--- src/plre_pkg.sv ---
// Package for the piecewise-linear ramp evaluator.
// Sizes, item codes and the controller/datapath command and status words.
// No dependencies.
package plre_pkg;

    localparam int MAX_POINTS = 16;
    localparam int VALUE_BITS = 16;
    localparam int POS_W      = 32;
    localparam int OUT_W      = 16;
    localparam int IDX_W      = $clog2(MAX_POINTS);
    localparam int CNT_W      = $clog2(MAX_POINTS + 1);
    localparam int STEP_W     = $clog2(VALUE_BITS);
    localparam int PROD_W     = VALUE_BITS + POS_W;

    localparam logic [1:0] MODE_APPEND = 2'd0;
    localparam logic [1:0] MODE_EVAL   = 2'd1;
    localparam logic [1:0] MODE_CLEAR  = 2'd2;

    localparam logic [1:0] ST_OK    = 2'd0;
    localparam logic [1:0] ST_FULL  = 2'd1;
    localparam logic [1:0] ST_ORDER = 2'd2;

    localparam logic [OUT_W-1:0] EMPTY_VALUE_RST = 16'd255;

    typedef enum logic [1:0] {
        RD_FIRST,
        RD_NEXT,
        RD_LAST
    } t_rd_sel;

    typedef enum logic [2:0] {
        RES_OK,
        RES_FULL,
        RES_ORDER,
        RES_EMPTY,
        RES_HIT,
        RES_LAST,
        RES_LERP
    } t_res_sel;

    typedef struct packed {
        logic signed [POS_W-1:0] pos;
        logic [VALUE_BITS-1:0]   val;
    } t_point;

    typedef struct packed {
        logic     load;
        logic     rd_en;
        t_rd_sel  rd_sel;
        logic     write;
        logic     clear;
        logic     res_load;
        t_res_sel res_sel;
        logic     mul;
        logic     div_step;
        logic     out_load;
    } t_dp_cmd;

    typedef struct packed {
        logic [1:0] mode;
        logic       count_zero;
        logic       full;
        logic       idx_zero;
        logic       idx_last;
        logic       rd_ge_x;
        logic       rd_gt_x;
        logic       div_last;
    } t_dp_sts;

endpackage

--- src/plre_if.sv ---
// Valid/ready channel interfaces of the ramp evaluator: input, result, config.
// Depends on plre_pkg.
interface plre_in_if
    import plre_pkg::*;
();
    logic                    valid;
    logic                    ready;
    logic [1:0]              mode;
    logic signed [POS_W-1:0] position;
    logic [15:0]             point_value;

    modport source (output valid, mode, position, point_value, input ready);
    modport sink (input valid, mode, position, point_value, output ready);
endinterface

interface plre_out_if
    import plre_pkg::*;
();
    logic             valid;
    logic             ready;
    logic [OUT_W-1:0] ramp_value;
    logic [1:0]       status;
    logic             clamped;

    modport source (output valid, ramp_value, status, clamped, input ready);
    modport sink (input valid, ramp_value, status, clamped, output ready);
endinterface

interface plre_cfg_if
    import plre_pkg::*;
();
    logic             valid;
    logic             ready;
    logic [OUT_W-1:0] empty_value;

    modport source (output valid, empty_value, input ready);
    modport sink (input valid, empty_value, output ready);
endinterface

--- src/plre_ctrl.sv ---
// Sequencer of the ramp evaluator: dispatch, point search, divide, result handoff.
// Depends on plre_pkg; drives plre_dp through t_dp_cmd.
module plre_ctrl
    import plre_pkg::*;
(
    input  logic    i_clk,
    input  logic    i_rst_n,
    input  logic    i_in_valid,
    output logic    o_in_ready,
    output logic    o_out_valid,
    input  logic    i_out_ready,
    input  t_dp_sts i_sts,
    output t_dp_cmd o_cmd
);

    typedef enum logic [2:0] {
        S_IDLE,
        S_DISP,
        S_ACHK,
        S_SCAN,
        S_MUL,
        S_DIV,
        S_FIN,
        S_DONE
    } t_state;

    t_state  r_state, n_state;
    logic    r_out_valid, n_out_valid;
    t_dp_cmd cmd;

    always_comb begin
        n_state     = r_state;
        n_out_valid = r_out_valid;
        cmd         = '0;
        cmd.rd_sel  = RD_FIRST;
        cmd.res_sel = RES_OK;
        if (r_out_valid && i_out_ready) begin
            n_out_valid = 1'b0;
        end
        case (r_state)
            S_IDLE: begin
                if (i_in_valid) begin
                    cmd.load = 1'b1;
                    n_state  = S_DISP;
                end
            end
            S_DISP: begin
                n_state      = S_DONE;
                cmd.res_load = 1'b1;
                case (i_sts.mode)
                    MODE_APPEND: begin
                        if (i_sts.full) begin
                            cmd.res_sel = RES_FULL;
                        end else if (i_sts.count_zero) begin
                            cmd.write = 1'b1;
                        end else begin
                            cmd.res_load = 1'b0;
                            cmd.rd_en    = 1'b1;
                            cmd.rd_sel   = RD_LAST;
                            n_state      = S_ACHK;
                        end
                    end
                    MODE_EVAL: begin
                        if (i_sts.count_zero) begin
                            cmd.res_sel = RES_EMPTY;
                        end else begin
                            cmd.res_load = 1'b0;
                            cmd.rd_en    = 1'b1;
                            cmd.rd_sel   = RD_FIRST;
                            n_state      = S_SCAN;
                        end
                    end
                    MODE_CLEAR: begin
                        cmd.clear = 1'b1;
                    end
                    default: begin
                        cmd.res_sel = RES_OK;
                    end
                endcase
            end
            S_ACHK: begin
                cmd.res_load = 1'b1;
                n_state      = S_DONE;
                if (i_sts.rd_gt_x) begin
                    cmd.res_sel = RES_ORDER;
                end else begin
                    cmd.write = 1'b1;
                end
            end
            S_SCAN: begin
                if (i_sts.rd_ge_x) begin
                    if (i_sts.idx_zero) begin
                        cmd.res_load = 1'b1;
                        cmd.res_sel  = RES_HIT;
                        n_state      = S_DONE;
                    end else begin
                        n_state = S_MUL;
                    end
                end else if (i_sts.idx_last) begin
                    cmd.res_load = 1'b1;
                    cmd.res_sel  = RES_LAST;
                    n_state      = S_DONE;
                end else begin
                    cmd.rd_en  = 1'b1;
                    cmd.rd_sel = RD_NEXT;
                end
            end
            S_MUL: begin
                cmd.mul = 1'b1;
                n_state = S_DIV;
            end
            S_DIV: begin
                cmd.div_step = 1'b1;
                if (i_sts.div_last) begin
                    n_state = S_FIN;
                end
            end
            S_FIN: begin
                cmd.res_load = 1'b1;
                cmd.res_sel  = RES_LERP;
                n_state      = S_DONE;
            end
            S_DONE: begin
                if (!r_out_valid || i_out_ready) begin
                    cmd.out_load = 1'b1;
                    n_out_valid  = 1'b1;
                    n_state      = S_IDLE;
                end
            end
            default: begin
                n_state = S_IDLE;
            end
        endcase
    end

    always_ff @(posedge i_clk) begin
        if (!i_rst_n) begin
            r_state     <= S_IDLE;
            r_out_valid <= 1'b0;
        end else begin
            r_state     <= n_state;
            r_out_valid <= n_out_valid;
        end
    end

    assign o_cmd       = cmd;
    assign o_in_ready  = (r_state == S_IDLE);
    assign o_out_valid = r_out_valid;

`ifndef ASSERT_OFF
    a_load_shows: assert property (@(posedge i_clk) disable iff (!i_rst_n)
        cmd.out_load |=> r_out_valid)
        else $error("result word not presented after load");
    a_lerp_span: assert property (@(posedge i_clk) disable iff (!i_rst_n)
        (r_state == S_MUL) |-> !i_sts.idx_zero)
        else $error("interpolation started without a lower point");
    a_div_end: assert property (@(posedge i_clk) disable iff (!i_rst_n)
        (r_state == S_DIV && i_sts.div_last) |=> (r_state == S_FIN))
        else $error("divide did not finish after its last step");
`endif

endmodule

--- src/plre_dp.sv ---
// Datapath of the ramp evaluator: point table, search compare, multiply,
// restoring divide, result and output words. Depends on plre_pkg.
module plre_dp
    import plre_pkg::*;
(
    input  logic                    i_clk,
    input  logic                    i_rst_n,
    input  t_dp_cmd                 i_cmd,
    output t_dp_sts                 o_sts,
    input  logic [1:0]              i_mode,
    input  logic signed [POS_W-1:0] i_position,
    input  logic [15:0]             i_point_value,
    input  logic                    i_cfg_we,
    input  logic [OUT_W-1:0]        i_cfg_empty_value,
    output logic [OUT_W-1:0]        o_ramp_value,
    output logic [1:0]              o_status,
    output logic                    o_clamped
);

    t_point                  r_mem [MAX_POINTS];
    t_point                  r_rd;
    t_point                  r_prev;
    logic [IDX_W-1:0]        r_idx;
    logic [CNT_W-1:0]        r_count;
    logic [OUT_W-1:0]        r_empty;
    logic [1:0]              r_mode;
    logic signed [POS_W-1:0] r_x;
    logic [VALUE_BITS-1:0]   r_pv;
    logic [POS_W-1:0]        r_rem;
    logic [VALUE_BITS-1:0]   r_quo;
    logic [POS_W-1:0]        r_span;
    logic [VALUE_BITS-1:0]   r_v0;
    logic [VALUE_BITS-1:0]   r_dv;
    logic                    r_desc;
    logic [STEP_W-1:0]       r_step;
    logic [OUT_W-1:0]        r_res_value;
    logic [1:0]              r_res_status;
    logic                    r_res_clamped;
    logic [OUT_W-1:0]        r_out_value;
    logic [1:0]              r_out_status;
    logic                    r_out_clamped;

    logic [CNT_W-1:0]        cnt_m1;
    logic [IDX_W-1:0]        rd_addr;
    logic                    full;
    logic                    count_ge2;
    logic signed [POS_W:0]   d_full;
    logic signed [POS_W:0]   span_full;
    logic                    desc;
    logic [VALUE_BITS-1:0]   dv;
    logic [PROD_W-1:0]       prod;
    logic [POS_W:0]          div_t;
    logic [POS_W:0]          div_diff;
    logic                    div_ge;
    logic [VALUE_BITS-1:0]   lerp_val;
    logic [OUT_W-1:0]        n_res_value;
    logic [1:0]              n_res_status;
    logic                    n_res_clamped;

    assign cnt_m1    = r_count - CNT_W'(1);
    assign full      = (r_count >= CNT_W'(MAX_POINTS));
    assign count_ge2 = (r_count > CNT_W'(1));

    always_comb begin
        case (i_cmd.rd_sel)
            RD_FIRST: rd_addr = '0;
            RD_NEXT:  rd_addr = r_idx + IDX_W'(1);
            RD_LAST:  rd_addr = cnt_m1[IDX_W-1:0];
            default:  rd_addr = '0;
        endcase
    end

    always_ff @(posedge i_clk) begin
        if (i_cmd.write) begin
            r_mem[r_count[IDX_W-1:0]] <= '{pos: r_x, val: r_pv};
        end
        if (i_cmd.rd_en) begin
            r_rd <= r_mem[rd_addr];
        end
    end

    // Interpolation terms
    assign d_full    = {r_x[POS_W-1], r_x} - {r_prev.pos[POS_W-1], r_prev.pos};
    assign span_full = {r_rd.pos[POS_W-1], r_rd.pos} - {r_prev.pos[POS_W-1], r_prev.pos};
    assign desc      = (r_rd.val < r_prev.val);
    assign dv        = desc ? (r_prev.val - r_rd.val) : (r_rd.val - r_prev.val);
    assign prod      = PROD_W'(dv) * PROD_W'(d_full[POS_W-1:0]);

    assign div_t    = {r_rem, r_quo[VALUE_BITS-1]};
    assign div_diff = div_t - {1'b0, r_span};
    assign div_ge   = (div_t >= {1'b0, r_span});
    assign lerp_val = r_desc ? (r_v0 - r_quo) : (r_v0 + r_quo);

    always_comb begin
        n_res_value   = '0;
        n_res_status  = ST_OK;
        n_res_clamped = 1'b0;
        case (i_cmd.res_sel)
            RES_OK:    n_res_status = ST_OK;
            RES_FULL:  n_res_status = ST_FULL;
            RES_ORDER: n_res_status = ST_ORDER;
            RES_EMPTY: n_res_value  = r_empty;
            RES_HIT: begin
                n_res_value   = OUT_W'(r_rd.val);
                n_res_clamped = (r_rd.pos > r_x) && count_ge2;
            end
            RES_LAST: begin
                n_res_value   = OUT_W'(r_rd.val);
                n_res_clamped = count_ge2;
            end
            RES_LERP:  n_res_value = OUT_W'(lerp_val);
            default:   n_res_value = '0;
        endcase
    end

    always_ff @(posedge i_clk) begin
        if (!i_rst_n) begin
            r_count <= '0;
            r_empty <= EMPTY_VALUE_RST;
            r_step  <= '0;
        end else begin
            if (i_cfg_we) begin
                r_empty <= i_cfg_empty_value;
            end
            if (i_cmd.clear) begin
                r_count <= '0;
            end else if (i_cmd.write) begin
                r_count <= r_count + CNT_W'(1);
            end
            if (i_cmd.mul) begin
                r_step <= '0;
            end else if (i_cmd.div_step) begin
                r_step <= r_step + STEP_W'(1);
            end
        end
    end

    always_ff @(posedge i_clk) begin
        if (i_cmd.load) begin
            r_mode <= i_mode;
            r_x    <= i_position;
            r_pv   <= VALUE_BITS'(i_point_value);
        end
        if (i_cmd.rd_en) begin
            r_idx <= rd_addr;
        end
        if (i_cmd.rd_en && i_cmd.rd_sel == RD_NEXT) begin
            r_prev <= r_rd;
        end
        if (i_cmd.mul) begin
            r_rem  <= prod[PROD_W-1:VALUE_BITS];
            r_quo  <= prod[VALUE_BITS-1:0];
            r_span <= span_full[POS_W-1:0];
            r_v0   <= r_prev.val;
            r_dv   <= dv;
            r_desc <= desc;
        end else if (i_cmd.div_step) begin
            r_rem <= div_ge ? div_diff[POS_W-1:0] : div_t[POS_W-1:0];
            r_quo <= {r_quo[VALUE_BITS-2:0], div_ge};
        end
        if (i_cmd.res_load) begin
            r_res_value   <= n_res_value;
            r_res_status  <= n_res_status;
            r_res_clamped <= n_res_clamped;
        end
        if (i_cmd.out_load) begin
            r_out_value   <= r_res_value;
            r_out_status  <= r_res_status;
            r_out_clamped <= r_res_clamped;
        end
    end

    assign o_sts.mode       = r_mode;
    assign o_sts.count_zero = (r_count == '0);
    assign o_sts.full       = full;
    assign o_sts.idx_zero   = (r_idx == '0);
    assign o_sts.idx_last   = (CNT_W'(r_idx) == cnt_m1);
    assign o_sts.rd_ge_x    = (r_rd.pos >= r_x);
    assign o_sts.rd_gt_x    = (r_rd.pos > r_x);
    assign o_sts.div_last   = (r_step == STEP_W'(VALUE_BITS - 1));

    assign o_ramp_value = r_out_value;
    assign o_status     = r_out_status;
    assign o_clamped    = r_out_clamped;

`ifndef ASSERT_OFF
    a_count_bound: assert property (@(posedge i_clk) disable iff (!i_rst_n)
        r_count <= CNT_W'(MAX_POINTS))
        else $error("point count beyond table depth");
    a_write_room: assert property (@(posedge i_clk) disable iff (!i_rst_n)
        i_cmd.write |-> !full)
        else $error("point written to a full table");
    a_quo_bound: assert property (@(posedge i_clk) disable iff (!i_rst_n)
        (i_cmd.res_load && i_cmd.res_sel == RES_LERP) |-> (r_quo <= r_dv))
        else $error("interpolation step exceeds value difference");
`endif

endmodule

--- src/piecewise_linear_ramp_eval_core.sv ---
// Piecewise-linear ramp evaluator, top level.
// Channels: i_in (mode, position, point_value), o_out (ramp_value, status,
// clamped), i_cfg (empty_value write, always ready). Valid/ready words.
// Every input word gives exactly one result word, in order.
// Append: point checked against the last stored point (one table read)
// when the table is neither empty nor full. Evaluate walks the table one
// point per cycle; when the position lies between two points it then runs
// one 16x32 multiply and a 16-step restoring divide, one quotient bit per
// cycle. One word is in flight at a time; the next input is taken in the
// cycle after the result is loaded into the output register, even while
// that result still waits for o_out.ready.
// A stalled receiver holds the result word; a finished word waits in the
// datapath until the output register frees.
// Reset (i_rst_n low, synchronous): table emptied, empty_value back to 255,
// no result pending. Point storage is not cleared.
module piecewise_linear_ramp_eval_core
    import plre_pkg::*;
(
    input  logic        i_clk,
    input  logic        i_rst_n,
    plre_in_if.sink     i_in,
    plre_out_if.source  o_out,
    plre_cfg_if.sink    i_cfg
);

    t_dp_cmd cmd;
    t_dp_sts sts;
    logic    in_ready;
    logic    out_valid;

    plre_ctrl u_ctrl (
        .i_clk       (i_clk),
        .i_rst_n     (i_rst_n),
        .i_in_valid  (i_in.valid),
        .o_in_ready  (in_ready),
        .o_out_valid (out_valid),
        .i_out_ready (o_out.ready),
        .i_sts       (sts),
        .o_cmd       (cmd)
    );

    plre_dp u_dp (
        .i_clk             (i_clk),
        .i_rst_n           (i_rst_n),
        .i_cmd             (cmd),
        .o_sts             (sts),
        .i_mode            (i_in.mode),
        .i_position        (i_in.position),
        .i_point_value     (i_in.point_value),
        .i_cfg_we          (i_cfg.valid),
        .i_cfg_empty_value (i_cfg.empty_value),
        .o_ramp_value      (o_out.ramp_value),
        .o_status          (o_out.status),
        .o_clamped         (o_out.clamped)
    );

    assign i_in.ready  = in_ready;
    assign o_out.valid = out_valid;
    assign i_cfg.ready = 1'b1;

endmodule
--- src/flat_wrapper.sv ---
// flat-port wrapper written by rule: the top's interface ports become plain ports
module piecewise_linear_ramp_eval_core_flat import plre_pkg::*;
  (i_clk, i_rst_n, i_in_valid, i_in_mode, i_in_position, i_in_point_value, i_in_ready, o_out_valid, o_out_ramp_value, o_out_status, o_out_clamped, o_out_ready, i_cfg_valid, i_cfg_empty_value, i_cfg_ready);
  plre_in_if i_in_i ();
  plre_out_if o_out_i ();
  plre_cfg_if i_cfg_i ();
  input  logic i_clk;
  input  logic i_rst_n;
  input wire logic [$bits(i_in_i.valid)-1:0] i_in_valid;
  input wire logic [$bits(i_in_i.mode)-1:0] i_in_mode;
  input wire logic [$bits(i_in_i.position)-1:0] i_in_position;
  input wire logic [$bits(i_in_i.point_value)-1:0] i_in_point_value;
  output wire logic [$bits(i_in_i.ready)-1:0] i_in_ready;
  output wire logic [$bits(o_out_i.valid)-1:0] o_out_valid;
  output wire logic [$bits(o_out_i.ramp_value)-1:0] o_out_ramp_value;
  output wire logic [$bits(o_out_i.status)-1:0] o_out_status;
  output wire logic [$bits(o_out_i.clamped)-1:0] o_out_clamped;
  input wire logic [$bits(o_out_i.ready)-1:0] o_out_ready;
  input wire logic [$bits(i_cfg_i.valid)-1:0] i_cfg_valid;
  input wire logic [$bits(i_cfg_i.empty_value)-1:0] i_cfg_empty_value;
  output wire logic [$bits(i_cfg_i.ready)-1:0] i_cfg_ready;
  assign i_in_i.valid = i_in_valid;
  assign i_in_i.mode = i_in_mode;
  assign i_in_i.position = i_in_position;
  assign i_in_i.point_value = i_in_point_value;
  assign i_in_ready = i_in_i.ready;
  assign o_out_valid = o_out_i.valid;
  assign o_out_ramp_value = o_out_i.ramp_value;
  assign o_out_status = o_out_i.status;
  assign o_out_clamped = o_out_i.clamped;
  assign o_out_i.ready = o_out_ready;
  assign i_cfg_i.valid = i_cfg_valid;
  assign i_cfg_i.empty_value = i_cfg_empty_value;
  assign i_cfg_ready = i_cfg_i.ready;
  piecewise_linear_ramp_eval_core u_core (.i_clk(i_clk), .i_rst_n(i_rst_n), .i_in(i_in_i), .o_out(o_out_i), .i_cfg(i_cfg_i));
endmodule
--- config.mk ---
export PLATFORM = sky130hd
export DESIGN_NAME = piecewise_linear_ramp_eval_core_flat
export DESIGN_NICKNAME = d
export VERILOG_FILES = /design/src/plre_pkg.sv /design/src/plre_if.sv /design/src/plre_ctrl.sv /design/src/plre_dp.sv /design/src/piecewise_linear_ramp_eval_core.sv /design/src/flat_wrapper.sv
export SDC_FILE = /design/constraint.sdc
export NUM_CORES = 2
export LEC_CHECK = 0
export BUFFER_PORTS_ARGS = -buffer_cell sky130_fd_sc_hd__buf_2
export CAP_MARGIN = 5
export CELL_PAD_IN_SITES_DETAIL_PLACEMENT = 1
export CELL_PAD_IN_SITES_GLOBAL_PLACEMENT = 1
export CORE_MARGIN = 2
export CORE_UTILIZATION = 45
export CTS_CLUSTER_DIAMETER = 120
export CTS_CLUSTER_SIZE = 10
export DETAILED_ROUTE_END_ITERATION = 12
export PLACE_DENSITY = 0.74
export SYNTH_ARGS = -nofsm -noshare
export SYNTH_HDL_FRONTEND = slang
export SYNTH_SLANG_ARGS = --single-unit
export TNS_END_PERCENT = 10
--- constraint.sdc ---
create_clock -name i_clk -period 10 [get_ports i_clk]
set_clock_uncertainty 0.15 [all_clocks]
set_input_delay 1 -clock i_clk [delete_from_list [all_inputs] [get_ports i_clk]]
set_output_delay 1 -clock i_clk [all_outputs]
set_load 0.005 [all_outputs]
==> out/qor.txt <==
Post-synth cell types -> 83
Final setup fails -> 0
Dpl hpwl -> 138000 um
Initial DRC count -> 3848
Setup TNS -> 0 ns
Reg2Reg Depth -> 34
Via-to-Cell Ratio -> 5.98
Worst hold path depth -> 0
Largest net degree at the start of global routing -> 132
FP Rows -> 140
Hold EP -> u_core.u_dp.o_clamped
Initial antenna violation count -> 9
Status -> finished clean
Startpoint types -> flip-flop
Reg-to-reg critical path endpoint -> u_core.u_dp.r_rem[30]
Initial core utilization -> 0.453
Worst path max stage delay -> 0.52 ns
Setup CP Type -> flip-flop to flip-flop
Cell count after synthesis -> 5721
Sequential area share after synthesis -> 0.489
Hold Startpoint -> u_core.u_dp.r_res_clamped
Remaining antenna violation count -> 0
Post-synth EDFFs -> 1053
Post-CTS Hold Fix Bufs -> 0
Period utilization -> 0.965
Crit. End Element -> flip-flop
Mapped Nets -> 6519
CTS tree -> built
First-pass GRT wire length -> 309000 um
Warnings from Yosys -> 0
Final Max Tran Viols -> 0
Commonest non-fill, non-tap cell in the layout -> edfxtp_1
Die area -> 149000 um^2
Clk sinks -> 1082
Worst hold-check path type -> flip-flop to flip-flop
Total Routed Length -> 204000 um
Drt wl/cell -> 26.2 um
Mean Syn Cell Area -> 11.5 um^2
DR pass1 iterations -> 6
Max-cap violation count -> 0
Area Growth Syn to Fin -> 10.7%
Share of layout cells above drive strength 1 -> 0.0851
Die height -> 387 um
Reg clk slew, reported paths -> 0.07 ns
Slew margin rel. -> 0.212
Vias in the first global route -> 50002
Width of the chip -> 387 um
DP Area -> 69400 um^2
Async SR Flop Fraction -> 0
Root buffer cell -> clkbuf_16
Seq cells post-synth -> 1082
Cell area after synthesis -> 65900 um^2
Tot GR Track Use -> 0.270
Pre-CTS WS -> 0.0119 ns
Clk Latency, worst-skew pair -> 0.78 ns
Design area -> 72900 um^2
WP data required -> 10.33 ns
Bufs on Longest Clock Path -> 3
F_max -> 104 MHz
Final hold vios -> 0
Vias after detailed routing -> 46569
H-tree lvl count -> 3
Grt ovf -> 0
GP Congestion -> 0.937
Worst-path maximum fanout -> 26
Nets@finish -> 6636
IO buf count -> 91
Worst slew pin tran -> 1.18 ns
Crit path arrival time -> 9.99 ns
R2R Path Start -> u_core.u_dp.r_rd[0]
TritonCTS Buffers -> 119
Most used cell, CP -> fa_1
Most frequent cells in the layout -> edfxtp_1, inv_1, nand2_1
Critical-path cell with the highest stage delay -> fa_1
IO Count -> 93
Core Box Area -> 145000 um^2
Drc violations -> 0
R2r setup slk -> 0.35 ns
Final Core Density -> 0.502
Worst setup margin -> 0.347 ns
Crit path time final -> 9.65 ns
Post-synth top flop -> edfxtp_1
metal layers:
metal,global-route usage,vias to the layer above,wire length [um]
met5,0,-,20
met4,0.0835,2,6620
met3,0.0355,370,12800
met2,0.456,1609,98400
met1,0.363,24146,85900
li1,-,20442,-
worst max-delay path by stage:
stage | startpoint | end | slack, ns | cells after the start
5_1_grt | u_core.u_dp.r_rd[0] | u_core.u_dp.r_rem[27] | -0.05 | 34
6_report | u_core.u_dp.r_rd[0] | u_core.u_dp.r_rem[30] | 0.35 | 34
3_3_place_gp | u_core.u_dp.r_prev[0] | u_core.u_dp.r_rem[30] | 0.29 | 36
2_1_floorplan | u_core.u_dp.r_x[4] | u_core.u_dp.r_rem[30] | 1.0 | 32
4_1_cts | u_core.u_dp.r_rd[0] | u_core.u_dp.r_rem[30] | 0.05 | 35
3_5_place_dp | u_core.u_dp.r_prev[0] | u_core.u_dp.r_rem[27] | 0.01 | 35
worst max-delay path, delay by kind of cell (launching register included):
family,cells,cell delay (ns)
xor+xnor,2,0.54
simple gates,2,0.23
compound gates,15,3.42
buf+inv,6,0.89
fa+ha+maj,9,3.74
flops,1,0.39
Yosys cell counts (all sizes together) (86+ instances only):
| cell | count | share of area |
|---|---|---|
| edfxtp | 1053 | 0.48 |
| inv | 611 | 0.035 |
| nand2 | 608 | 0.035 |
| fa | 424 | 0.13 |
| nor2 | 318 | 0.018 |
| ha | 303 | 0.058 |
| a21oi | 277 | 0.021 |
| clkbuf | 239 | 0.014 |
| o21ai | 235 | 0.018 |
| o211ai | 166 | 0.019 |
| nor2b | 146 | 0.014 |
| a31oi | 132 | 0.013 |
| mux2i | 127 | 0.019 |
| xnor2 | 123 | 0.017 |
| a211oi | 121 | 0.014 |
| o221ai | 101 | 0.013 |
| a21o | 98 | 0.011 |
| nand2b | 86 | 0.0082 |
sequential cells by signal, summed over array words and instances, names as in the netlist, 32 cells and up:
signal,flops
u_core.u_dp.r_prev,48
u_core.u_dp.r_rem,32
u_core.u_dp.r_span,32
u_core.u_dp.r_mem,768
u_core.u_dp.r_rd,48
u_core.u_dp.r_x,32
per-stage QoR:
stage                     instances  hold slack (ns)
final                          7782            0.225
after detailed placement       7620            0.256
after floorplan                5721            0.250
after CTS                      7766            0.204
after global placement         7620            0.256
after global routing           7781            0.228
timing repair:
action | 4_1_cts | 5_1_grt
gates resized for setup | 1 | 25
pin swaps | 0 | 9
setup buffers | 0 | 14
hold endpoints to repair | 0 | 0
endpoints found under the setup margin | 2 | 19
kinds of logic after synthesis:
group	Yosys count	share of synthesized area
compound gates	1289	0.130
xor+xnor	190	0.0255
fa+ha+maj	727	0.186
buf+inv	895	0.0516
flops	1082	0.489
mux	130	0.0199
other cells	1	0.0000569
simple gates	1407	0.0975
cell type report:
cell class              count  area [um^2]
clock inverters            10          203
flip-flops and latches   1082        32200
repair buffers            279         2030
multi-input cells        3744        30700
inverters                 612         2300
fillers                 15223        72500
diodes                      2         5.00
clock buffers             136         3040
well taps                1917         2400
Power is not shown: default switching activity piles up to over one toggle a cycle in this logic, so the estimate is an artifact.
